$ cat src/sv/vzz_pkg.sv
`timescale 1ns / 1ps
// ----------------------------------------------------------------------------
// vzz_pkg: shared types and constants of the varint / zigzag codec
// group geometry, result kinds, register indexes and the zigzag helpers
// ----------------------------------------------------------------------------
package vzz_pkg;

  localparam int VALUE_BITS = 32;
  localparam int GROUP_BITS = 7;
  localparam int MAX_GROUPS = (VALUE_BITS + GROUP_BITS - 1) / GROUP_BITS;
  localparam int LEN_W      = 3;
  localparam int BYTE_W     = 8;
  localparam int CONT_POS   = 7;
  localparam int EXT_W      = VALUE_BITS + GROUP_BITS * MAX_GROUPS;

  typedef logic [VALUE_BITS-1:0] value_t;
  typedef logic [LEN_W-1:0]      len_t;

  typedef enum logic [1:0] {
    KIND_BYTE  = 2'd0,
    KIND_VALUE = 2'd1,
    KIND_ERROR = 2'd2
  } kind_t;

  typedef enum logic {
    REG_DIRECTION   = 1'b0,
    REG_SIGNED_MODE = 1'b1
  } reg_idx_t;

  // one pending job: an encode value to split into bytes, or one decode result
  typedef struct packed {
    kind_t  kind;
    value_t value;
    len_t   length;
  } job_t;

  typedef struct packed {
    logic has_job;
    job_t job;
  } front_out_t;

  function automatic value_t zigzag(input value_t v);
    zigzag = {v[VALUE_BITS-2:0], 1'b0} ^ {VALUE_BITS{v[VALUE_BITS-1]}};
  endfunction

  function automatic value_t unzigzag(input value_t z);
    unzigzag = {1'b0, z[VALUE_BITS-1:1]} ^ {VALUE_BITS{z[0]}};
  endfunction

  // 7-bit group number idx of v
  function automatic logic [GROUP_BITS-1:0] group_of(input value_t v, input len_t idx);
    value_t shifted;
    shifted  = v >> (GROUP_BITS * int'(idx));
    group_of = shifted[GROUP_BITS-1:0];
  endfunction

endpackage

$ cat src/sv/vzz_front.sv
`timescale 1ns / 1ps
// ----------------------------------------------------------------------------
// vzz_front: per-item front logic
// encode: zigzag and length of the value; decode: group accumulator and end test
// ----------------------------------------------------------------------------
module vzz_front (
  input  logic                  clk,
  input  logic                  rst_n,
  input  logic                  accept,
  input  logic                  direction,
  input  logic                  signed_mode,
  input  vzz_pkg::value_t       value_in,
  input  logic [7:0]            code_byte,
  input  logic                  buffer_end,
  output vzz_pkg::front_out_t   fo
);
  import vzz_pkg::*;

  value_t acc_r, acc_nxt;
  len_t   gidx_r, gidx_nxt;

  value_t               enc_v;
  len_t                 enc_n;
  len_t                 gi;
  len_t                 count;
  logic [EXT_W-1:0]     placed;
  value_t               acc_new;
  logic                 cont;

  // encode side
  always_comb begin
    enc_v = signed_mode ? zigzag(value_in) : value_in;
    enc_n = len_t'(1);
    for (int k = 1; k < MAX_GROUPS; k++) begin
      if ((enc_v >> (GROUP_BITS * k)) != '0) begin
        enc_n = len_t'(k + 1);
      end
    end
  end

  // decode side
  always_comb begin
    gi      = (gidx_r >= len_t'(MAX_GROUPS)) ? '0 : gidx_r;
    placed  = EXT_W'(code_byte[GROUP_BITS-1:0]) << (GROUP_BITS * int'(gi));
    acc_new = acc_r | placed[VALUE_BITS-1:0];
    count   = gi + len_t'(1);
    cont    = code_byte[CONT_POS];
  end

  always_comb begin
    fo       = '0;
    acc_nxt  = acc_r;
    gidx_nxt = gidx_r;
    if (!direction) begin
      fo.has_job    = 1'b1;
      fo.job.kind   = KIND_BYTE;
      fo.job.value  = enc_v;
      fo.job.length = enc_n;
    end else begin
      fo.job.length = count;
      if (!cont) begin
        fo.has_job    = 1'b1;
        fo.job.kind   = KIND_VALUE;
        fo.job.value  = signed_mode ? unzigzag(acc_new) : acc_new;
        acc_nxt       = '0;
        gidx_nxt      = '0;
      end else if (count >= len_t'(MAX_GROUPS) || buffer_end) begin
        fo.has_job    = 1'b1;
        fo.job.kind   = KIND_ERROR;
        acc_nxt       = '0;
        gidx_nxt      = '0;
      end else begin
        acc_nxt       = acc_new;
        gidx_nxt      = count;
      end
    end
  end

  always_ff @(posedge clk) begin
    if (!rst_n) begin
      acc_r  <= '0;
      gidx_r <= '0;
    end else if (accept && direction) begin
      acc_r  <= acc_nxt;
      gidx_r <= gidx_nxt;
    end
  end

endmodule

$ cat src/sv/vzz_serializer.sv
`timescale 1ns / 1ps
// ----------------------------------------------------------------------------
// vzz_serializer: job register and result register
// splits an encode job into its bytes, one per cycle unless out_stall holds, into the output register
// ----------------------------------------------------------------------------
module vzz_serializer (
  input  logic              clk,
  input  logic              rst_n,
  input  logic              job_push,
  input  vzz_pkg::job_t     job_in,
  output logic              job_ready,
  output logic              out_valid,
  input  logic              out_stall,
  output logic [1:0]        out_kind,
  output logic [7:0]        out_byte,
  output vzz_pkg::value_t   out_value,
  output vzz_pkg::len_t     out_length,
  output logic              out_last
);
  import vzz_pkg::*;

  job_t   job_r;
  logic   job_valid_r, job_valid_nxt;
  len_t   idx_r, idx_nxt;

  logic               vld_r, vld_nxt;
  kind_t              kind_r;
  logic [BYTE_W-1:0]  byte_r;
  value_t             value_r;
  len_t               len_r;
  logic               last_r;

  logic               take;
  logic               move;
  logic               res_last;
  logic [BYTE_W-1:0]  res_byte;
  value_t             res_value;

  assign take      = !vld_r || !out_stall;
  assign move      = take && job_valid_r;
  assign job_ready = !job_valid_r || (move && res_last);

  always_comb begin
    res_byte  = '0;
    res_value = '0;
    res_last  = 1'b1;
    case (job_r.kind)
      KIND_BYTE: begin
        res_last  = (idx_r == job_r.length - len_t'(1));
        res_byte  = {!res_last, group_of(job_r.value, idx_r)};
      end
      KIND_VALUE: begin
        res_value = job_r.value;
      end
      default: begin
        res_value = '0;
      end
    endcase
  end

  always_comb begin
    job_valid_nxt = job_valid_r;
    idx_nxt       = idx_r;
    if (job_push) begin
      job_valid_nxt = 1'b1;
      idx_nxt       = '0;
    end else if (move && res_last) begin
      job_valid_nxt = 1'b0;
    end else if (move) begin
      idx_nxt       = idx_r + len_t'(1);
    end
    vld_nxt = take ? job_valid_r : vld_r;
  end

  always_ff @(posedge clk) begin
    if (!rst_n) begin
      job_valid_r <= 1'b0;
      idx_r       <= '0;
      vld_r       <= 1'b0;
    end else begin
      job_valid_r <= job_valid_nxt;
      idx_r       <= idx_nxt;
      vld_r       <= vld_nxt;
    end
  end

  always_ff @(posedge clk) begin
    if (job_push) begin
      job_r <= job_in;
    end
    if (move) begin
      kind_r  <= job_r.kind;
      byte_r  <= res_byte;
      value_r <= res_value;
      len_r   <= job_r.length;
      last_r  <= res_last;
    end
  end

  assign out_valid  = vld_r;
  assign out_kind   = kind_r;
  assign out_byte   = byte_r;
  assign out_value  = value_r;
  assign out_length = len_r;
  assign out_last   = last_r;

endmodule

$ cat src/sv/varint_zigzag_codec.sv
`timescale 1ns / 1ps
// ----------------------------------------------------------------------------
// varint_zigzag_codec: base-128 varint codec for 32-bit values with zigzag
// encode splits a value into 1 to 5 bytes; decode assembles bytes into values
// ----------------------------------------------------------------------------
// usage
//   cfg port: cfg_we writes cfg_wdata to register cfg_index (0 direction,
//   1 signed_mode); write only while no item is in flight
//   input channel: in_valid / in_stall, fields value_in, code_byte, buffer_end
//   result channel: out_valid / out_stall, fields kind, byte, value, length, last
//   encode: each item yields 1 to 5 byte results, out_last on the final one
//   decode: each byte updates the group accumulator; a terminating byte gives
//   one value result, an unterminated fifth or buffer-end byte one error
//   path: the first result of an item goes from the job register into the
//   result register, which drives out_valid
//   throughput: one item per cycle in decode and one result per cycle in encode,
//   while out_stall is low; the job register drains an encode item byte by byte
//   stall: out_stall holds the result register; the job register then stays
//   full and in_stall rises until the job can move on
//   reset: rst_n low clears config, decode state and all valid flags
// ----------------------------------------------------------------------------
module varint_zigzag_codec (
  input  logic                  clk,
  input  logic                  rst_n,
  input  logic                  cfg_we,
  input  logic                  cfg_index,
  input  logic                  cfg_wdata,
  input  logic                  in_valid,
  output logic                  in_stall,
  input  vzz_pkg::value_t       in_value_in,
  input  logic [7:0]            in_code_byte,
  input  logic                  in_buffer_end,
  output logic                  out_valid,
  input  logic                  out_stall,
  output logic [1:0]            out_kind,
  output logic [7:0]            out_byte,
  output vzz_pkg::value_t       out_value,
  output vzz_pkg::len_t         out_length,
  output logic                  out_last
);
  import vzz_pkg::*;

  // configuration registers
  logic direction_r, direction_nxt;
  logic signed_r, signed_nxt;

  always_comb begin
    direction_nxt = direction_r;
    signed_nxt    = signed_r;
    if (cfg_we) begin
      case (reg_idx_t'(cfg_index))
        REG_DIRECTION:   direction_nxt = cfg_wdata;
        REG_SIGNED_MODE: signed_nxt    = cfg_wdata;
        default:         direction_nxt = direction_r;
      endcase
    end
  end

  always_ff @(posedge clk) begin
    if (!rst_n) begin
      direction_r <= 1'b0;
      signed_r    <= 1'b0;
    end else begin
      direction_r <= direction_nxt;
      signed_r    <= signed_nxt;
    end
  end

  // an item is taken whenever the job register is free or empties this cycle
  logic        accept;
  logic        job_ready;
  front_out_t  fo;

  assign in_stall = !job_ready;
  assign accept   = in_valid && !in_stall;

  // encode prep and decode accumulator
  vzz_front u_front (
    .clk         (clk),
    .rst_n       (rst_n),
    .accept      (accept),
    .direction   (direction_r),
    .signed_mode (signed_r),
    .value_in    (in_value_in),
    .code_byte   (in_code_byte),
    .buffer_end  (in_buffer_end),
    .fo          (fo)
  );

  // job register plus output register, bytes leave one per cycle unless out_stall holds
  vzz_serializer u_ser (
    .clk        (clk),
    .rst_n      (rst_n),
    .job_push   (accept && fo.has_job),
    .job_in     (fo.job),
    .job_ready  (job_ready),
    .out_valid  (out_valid),
    .out_stall  (out_stall),
    .out_kind   (out_kind),
    .out_byte   (out_byte),
    .out_value  (out_value),
    .out_length (out_length),
    .out_last   (out_last)
  );

`ifndef SYNTHESIS
  // value and error results are always the single result of their item
  a_single_result: assert property (@(posedge clk) disable iff (!rst_n)
    out_valid && (out_kind != KIND_BYTE) |-> out_last)
    else $error("decode result without last flag");

  // continuation bit set exactly on non-final encoded bytes
  a_cont_bit: assert property (@(posedge clk) disable iff (!rst_n)
    out_valid && (out_kind == KIND_BYTE) |-> (out_byte[7] == !out_last))
    else $error("continuation bit does not match last flag");

  // encode length covers at least one byte and at most five
  a_enc_len: assert property (@(posedge clk) disable iff (!rst_n)
    out_valid && (out_kind == KIND_BYTE) |->
      (out_length != '0) && (out_length <= len_t'(MAX_GROUPS)))
    else $error("encoded length out of range");
`endif

endmodule
$ cat config.mk
export PLATFORM = sky130hd
export DESIGN_NAME = varint_zigzag_codec
export DESIGN_NICKNAME = d
export VERILOG_FILES = /design/src/sv/vzz_pkg.sv /design/src/sv/vzz_front.sv /design/src/sv/vzz_serializer.sv /design/src/sv/varint_zigzag_codec.sv
export SDC_FILE = /design/constraint.sdc
export NUM_CORES = 1
export LEC_CHECK = 0
export BUFFER_PORTS_ARGS = -buffer_cell sky130_fd_sc_hd__buf_4
export CAP_MARGIN = 25
export CORE_ASPECT_RATIO = 0.6
export CORE_MARGIN = 2
export CORE_UTILIZATION = 30
export CTS_CLUSTER_SIZE = 30
export DETAILED_ROUTE_END_ITERATION = 6
export GPL_ROUTABILITY_DRIVEN = 0
export HOLD_SLACK_MARGIN = 0.02
export PLACE_DENSITY = 0.44
export SLEW_MARGIN = 10
export SYNTH_ARGS = -nofsm -noshare
export SYNTH_HDL_FRONTEND = slang
export SYNTH_HIERARCHICAL = 1
export SYNTH_SLANG_ARGS = --single-unit
$ cat constraint.sdc
create_clock -name clk -period 4.92 [get_ports clk]
set_input_delay 0.984 -clock clk [delete_from_list [all_inputs] [get_ports clk]]
set_output_delay 0.984 -clock clk [all_outputs]
set_load 0.02 [all_outputs]
* After elaboration in Yosys (flattened, before gate mapping)
Cells that the tools add are included.
** Word-level totals
- Register bits after elaboration :: 125
- Bits in latches :: 0
- Bits in writable memories :: 0
- Bits in read-only memories :: 0
- Output and inout bits :: 48
- Word-level logic and storage cells :: 76
- Memories kept :: 0
** Cells by class
- Add/sub/neg operators :: 3
- $mul :: 2
- Div/mod/pow operators :: 0
- Magnitude comparators :: 2
- Equal/unequal tests :: 2
- Shift operators :: 2
- Mux-type cells :: 18
- Bitwise logic cells :: 6
- Reductions and logical operators :: 25
** Operators with widths (number)
- $mux W32 :: 5
- $reduce_bool A32 Y1 :: 4
- $mux W38 :: 1
- $or A32 B32 Y32 :: 1
- $shl A7 B32 Y32 :: 1
- $shr A32 B32 Y7 :: 1
- $xor A31 B32 Y32 :: 1
- $xor A32 B32 Y32 :: 1
- $mux W3 :: 8
- $mul A3 B3 Y6 const A :: 2
- $reduce_and A2 Y1 :: 5
- $add A3 B1 Y3 const B :: 2
- $ge A3 B3 Y1 const B :: 2
- $logic_and A1 B1 Y1 :: 5
- $logic_not A1 Y1 :: 5
- $eq A3 B3 Y1 :: 1
- $logic_or A1 B1 Y1 :: 3
- $mux W1 :: 3
- $not A1 Y1 :: 3
- $sub A3 B1 Y3 const B :: 1
- $eq A2 B1 Y1 const B :: 1
- $logic_not A2 Y1 :: 1
- $mux W2 :: 1
- $reduce_bool A2 Y1 :: 1
- $reduce_or A2 Y1 :: 1

* Longest topological paths before layout
- Depth in word-level cells :: 11
- Depth in mapped cells :: 12

* By module
Netlist, hierarchy kept.
** Modules (own cells, without submodules)
- vzz_serializer :: instances 1, cells an instance 178, area each 3289.4 um^2
- vzz_front :: instances 1, cells an instance 417, area each 3099.2 um^2
- varint_zigzag_codec :: instances 1, cells an instance 12, area each 107.6 um^2

* Worst setup path before layout
No wires, ideal clock.
- Path kind :: input port to flip-flop
- Start :: in out_stall
- End :: reg u_ser.idx_r[2]
- Data arrival time :: 3124 ps
- Path slack :: 1727 ps
- Stages on the path :: 4
- Path buffers :: 0
- Path through :: a21boi_2 o311ai_4 or3_1 a21oi_1
** On the way
- Cells in the longest elaborated chain, start to end :: 8
- Elaborated cells between the ends (all ways) :: 10
- Classes of those cells :: bitwise (1); reduce/logical (9)
** Ends and longest elaborated chain
- start: declaration :: line varint_zigzag_codec.sv:34 : input logic out_stall,
- $logic_not A1 Y1 * :: line vzz_serializer.sv:39 : assign take = !vld_r || !out_stall;
- $logic_or A1 B1 Y1 * :: line vzz_serializer.sv:39
- $logic_and A1 B1 Y1 * :: line vzz_serializer.sv:40 : assign move = take && job_valid_r;
- $logic_and A1 B1 Y1 :: line vzz_serializer.sv:41, vzz_serializer.sv:67
- $logic_or A1 B1 Y1 :: line vzz_serializer.sv:41 : assign job_ready = !job_valid_r || (move && res_last);
- $logic_and A1 B1 Y1 :: line varint_zigzag_codec.sv:75 : assign accept = in_valid && !in_stall;
- $logic_and A1 B1 Y1 :: line varint_zigzag_codec.sv:94 : .job_push (accept && fo.has_job),
- $reduce_or A2 Y1 (no line)
- end signal: assignment :: line vzz_serializer.sv:82 : idx_r <= idx_nxt;
- end: declaration :: line vzz_serializer.sv:24 : len_t idx_r, idx_nxt;
Mark *: on every way between the ends. The rest lies on a longest branch, timed or not.
A chain may end at the register's enable or synchronous reset.

* Worst setup path after layout
- Start :: reg u_ser.idx_r[0]
- End :: out in_stall
** On the way
- Cells in the longest elaborated chain, start to end :: 5
** Ends and longest elaborated chain
- $eq A3 B3 Y1 :: line vzz_serializer.sv:49 : res_last = (idx_r == job_r.length - len_t'(1));
- $mux W1 :: line vzz_serializer.sv:47 : case (job_r.kind)
- $logic_and A1 B1 Y1 :: line vzz_serializer.sv:41
- $logic_or A1 B1 Y1 :: line vzz_serializer.sv:41
- via job_ready :: line varint_zigzag_codec.sv:71 : logic job_ready;
- $logic_not A1 Y1 :: line varint_zigzag_codec.sv:74 : assign in_stall = !job_ready;
- end: declaration :: line varint_zigzag_codec.sv:29 : output logic in_stall,
The timed path passes the listed nets, and every way through them passes these cells.

==> run_results.csv <==
group,metric,value,unit
synthesis,synth.net_count,659,
placed_design,dp_slack,1.78,ns
sta,report.final.setup_viol,0,
power_and_ir_drop,power.combinational.fraction,0.122,
sta,report.final.hold_viol_count,0,
synthesis,avgSynthCellArea,10.7,sq um
die,die_w,194,um
synthesis,synth.ff_latch_count,125,
synthesis,synth_enable_flop_cells,83,
worst_setup_path,critical_path.cell_chain,"xnor2_1 > o31a_2 > o21ai_2 > inv_1 > buf_4",
power_and_ir_drop,swShare,0.239,
sta,maxSlewViolCount,0,
placed_design,dp_hpwl,13600,um
worst_hold_path,worstHoldPathCells,2,
placed_design,io_buffer_count,95,
layout,syn2layout_area_growth,24.0,%
power_and_ir_drop,total_leakage_power,2.85,nW
clock_tree,clk_root_buffer_cell,"sky130_fd_sc_hd__clkbuf_16",
synthesis,synth_area,0.00650,sq mm
global_route,global_route.usage.total,0.166,
outcome,outcome,"completed",
global_route,grt_pass1_wl,28400,um
die,die_y,118,um
layout,ff_latch_area,0.00333,sq mm
clock_tree,clkSlewWorstSetupHoldPaths,0.06,ns
sta,period_needed,3.27,ns
die,fp.coreArea,0.0211,sq mm
detailed_routing,post_drt_wl_per_cell,19.1,um
synthesis,synthArstFlopShare,0,
sta,post-route-worst-setup-slack,1.65,ns
layout,nFillCells,2109,
layout,nNetsFinal,737,
synthesis,postSynthCellCount,607,
die,std_cell_rows,41,
worst_setup_path,path_depth_of_the_worst_reg2reg_path,8,
detailed_routing,via_per_inst,5.01,
worst_setup_path,worstReg2RegStart,"u_ser/idx_r[0]",
run,timing.max_cap.violations,0,
die,die_footprint,0.0229,sq mm
clock_tree,cts_setup_buffers,0,
worst_setup_path,critPathCaptureType,"primary output",
detailed_routing,initialDrtViolationCount,409,
clock_tree,clkLatencyLatePin,0.42,ns
clock_tree,cts.hold.buffers_added,0,
worst_setup_path,critPathArrivalTime,2.28,ns
worst_setup_path,path_max_fanout,11,
synthesis,yosys_most_used_dff,"sky130_fd_sc_hd__edfxtp_1",
worst_setup_path,critPathKind,"flop to primary output",
placed_design,detailed_place.area,0.00741,sq mm
worst_setup_path,r2r_setup_slack,1.79,ns
layout,insertedDiodeCount,0,
sta,period_share,0.664,
global_route,pin_count_of_the_biggest_net_entering_global_routing,52,
global_route,grt_pass1_vias,4696,
detailed_routing,detail_route.first_pass.iterations,5,
layout,area_taken_by_multi_input_logic_gates,0.00289,sq mm
worst_setup_path,cpPeakStageDelay,0.78,ns
power_and_ir_drop,powerDensity,364,mW/mm^2
synthesis,yosys.cell_types.count,63,
synthesis,synth_warnings,6,
power_and_ir_drop,worst_ir_drop_vdd,0.240,mV
worst_hold_path,holdCritPathClass,"flop to flop",
layout,design_area,0.00806,sq mm
sta,timing.slew.headroom,0.359,
clock_tree,cts.path.max_buffers,2,
detailed_routing,post-route-drc-count,0,
die,boundaryPins,96,
power_and_ir_drop,cellInternalPower,0.00223,W
power_and_ir_drop,sequentialPowerShare,0.419,
clock_tree,cts_num_sinks,125,
power_and_ir_drop,share_clk_of_total_power,0.459,
worst_setup_path,critical-path-slowest-cell,"sky130_fd_sc_hd__dfxtp_1",
sta,achievable-frequency,306,MHz
worst_setup_path,worst_setup_path_startpoint,"u_ser/idx_r[0]",
clock_tree,cts_buffers,17,
synthesis,synth.yosys.seq_area_share,0.513,
detailed_routing,overall_via_count_from_detail_route,4896,
layout,layout-drive-gt1-share,0.232,
die,floorplan.initialDensity,0.307,
clock_tree,cts_htree_levels,4,
worst_setup_path,crit-reg2reg-capture,"u_front/acc_r[14]",
clock_tree,cts_tree,"done",
clock_tree,postCtsResizedCells,0,
worst_setup_path,worstSetupEndpoint,"in_stall",
sta,sum_neg_setup_slack,0,ns
worst_setup_path,cp_launch_type,"flop",
sta,skew,0.00936,ns
global_route,grt_antenna_before_repair,0,
power_and_ir_drop,net-switching-power,0.000701,W
detailed_routing,ant_nets,0,
sta,timing_worst_slew_pin_value,0.954,ns
sta,setup_repair_after_global_routing_missed_its_margin,"no",
worst_setup_path,critical_path_required,3.94,ns
global_route,grt_overflow_total,0,
detailed_routing,wirelength,18600,um
[layout make-up]
class | count | share of cell area
Multi-Input combinational cell | 419 | 0.359
Clock buffer | 23 | 0.0593
Inverter | 19 | 0.00885
Sequential cell | 125 | 0.414
Clock inverter | 9 | 0.0196
Timing Repair Buffer | 103 | 0.0964
Tap cell | 279 | 0.0433
[synthesized netlist by cell type (2+ instances only)]
master,n,area share
sky130_fd_sc_hd__edfxtp_1,83,0.38
sky130_fd_sc_hd__nor2b_1,4,0.0039
sky130_fd_sc_hd__nand4_1,5,0.0048
sky130_fd_sc_hd__mux2i_1,4,0.0062
sky130_fd_sc_hd__o211ai_1,28,0.032
sky130_fd_sc_hd__nand2b_1,3,0.0029
sky130_fd_sc_hd__nor2_1,45,0.026
sky130_fd_sc_hd__nor3_1,8,0.0062
sky130_fd_sc_hd__o31ai_1,3,0.0035
sky130_fd_sc_hd__buf_4,3,0.0035
sky130_fd_sc_hd__o21ai_0,6,0.0046
sky130_fd_sc_hd__a21oi_2,2,0.0027
sky130_fd_sc_hd__xnor2_1,63,0.085
sky130_fd_sc_hd__a21boi_1,2,0.0023
sky130_fd_sc_hd__or3_1,4,0.0039
sky130_fd_sc_hd__nand2_1,43,0.025
sky130_fd_sc_hd__and2_1,38,0.037
sky130_fd_sc_hd__xor2_1,3,0.0040
sky130_fd_sc_hd__clkbuf_1,28,0.016
sky130_fd_sc_hd__nand3_1,9,0.0069
sky130_fd_sc_hd__and3_1,2,0.0019
sky130_fd_sc_hd__buf_6,2,0.0035
sky130_fd_sc_hd__inv_1,17,0.0098
sky130_fd_sc_hd__nor3_2,5,0.0077
sky130_fd_sc_hd__o22ai_1,6,0.0058
sky130_fd_sc_hd__a31oi_1,7,0.0067
sky130_fd_sc_hd__o221ai_1,30,0.040
sky130_fd_sc_hd__ha_1,4,0.0077
sky130_fd_sc_hd__a21oi_1,52,0.040
sky130_fd_sc_hd__clkbuf_8,2,0.0042
sky130_fd_sc_hd__nor4_1,3,0.0029
sky130_fd_sc_hd__nor3b_1,3,0.0035
sky130_fd_sc_hd__o21ai_1,4,0.0031
sky130_fd_sc_hd__buf_2,7,0.0054
sky130_fd_sc_hd__a211o_1,4,0.0054
sky130_fd_sc_hd__dfxtp_1,42,0.13
sky130_fd_sc_hd__mux4_2,7,0.024
[worst max-delay path, delay by kind of cell (launching register included)]
kind / cells / cell delay [ns]
DFF: 1 / 0.78
xor gates and xnor gates: 1 / 0.25
AOI/OAI and AO/OA: 2 / 0.60
buffers and inverters: 2 / 0.21
[cell usage in the layout (no fill, tap or decap), types with 9 or more instances in the layout]
cell type                   instances
sky130_fd_sc_hd__buf_4            102
sky130_fd_sc_hd__edfxtp_1          83
sky130_fd_sc_hd__xnor2_1           63
sky130_fd_sc_hd__a21oi_1           52
sky130_fd_sc_hd__nor2_1            45
sky130_fd_sc_hd__nand2_1           43
sky130_fd_sc_hd__dfxtp_1           41
sky130_fd_sc_hd__and2_1            38
sky130_fd_sc_hd__o221ai_1          30
sky130_fd_sc_hd__o211ai_1          28
sky130_fd_sc_hd__inv_1             17
sky130_fd_sc_hd__clkbuf_16         17
sky130_fd_sc_hd__nand3_1            9
[layer usage]
layer | GRT usage | vias to the layer above | wire [um] | share of wire
met5 | 0 | - | 0 | 0
met4 | 0.0592 | 0 | 247 | 0.013
met3 | 0.0352 | 19 | 940 | 0.050
li1 | - | 2382 | - | -
met2 | 0.216 | 148 | 7450 | 0.40
met1 | 0.263 | 2347 | 10000 | 0.54
[registers in the layout, indices dropped and copies added (netlist names)]
signal / count
u_ser/idx_r: 3
u_ser/out_valid: 1
u_ser/out_length: 3
signed_r: 1
u_ser/out_value: 32
u_ser/out_kind: 2
direction_r: 1
u_ser/job_r: 37
u_ser/out_byte: 8
u_front/gidx_r: 3
u_ser/job_valid_r: 1
u_front/acc_r: 32
u_ser/out_last: 1
[how the worst min path moves through the flow]
stage	startpoint	endpoint	slack, ns
after global routing	u_ser/job_r[1]	u_ser/out_length[1]	0.50
after global placement	u_front/acc_r[14]	u_front/acc_r[14]	0.45
after floorplan	u_ser/job_r[1]	u_ser/out_length[1]	0.43
after CTS	u_front/acc_r[23]	u_front/acc_r[23]	0.47
final	u_front/acc_r[26]	u_front/acc_r[26]	0.47
after detailed placement	u_front/acc_r[23]	u_front/acc_r[23]	0.46
[logic make-up after synthesis]
logic type,after synthesis,share of synthesized area
AND/OR/NAND/NOR,183,0.147
AO/OA/AOI/OAI,153,0.162
flip-flops,125,0.513
XOR/XNOR,67,0.0928
buffers and inverters,63,0.0455
multiplexers,12,0.0322
adder cells (fa/ha/maj),4,0.00770
[stage by stage]
stage                     std cells  hold slack (ns)  utilization  power [W]
after floorplan                 607            0.426            -    0.00146
after global placement          944            0.448        0.351    0.00161
after detailed placement        944            0.455        0.351    0.00161
after CTS                       976            0.469        0.381    0.00297
after global routing            977            0.496        0.381    0.00304
final                           977            0.473        0.381    0.00293
[power groups by stage]
stage | Sequential, W | Clock, W | Combinational, W
final | 0.00123 | 0.00135 | 0.000359
after global routing | 0.00124 | 0.00141 | 0.000390
after CTS | 0.00123 | 0.00138 | 0.000360
after detailed placement | 0.00125 | 0 | 0.000359
after global placement | 0.00125 | 0 | 0.000357
after floorplan | 0.00126 | 0 | 0.000196
Power figures use the tool's default switching activity.
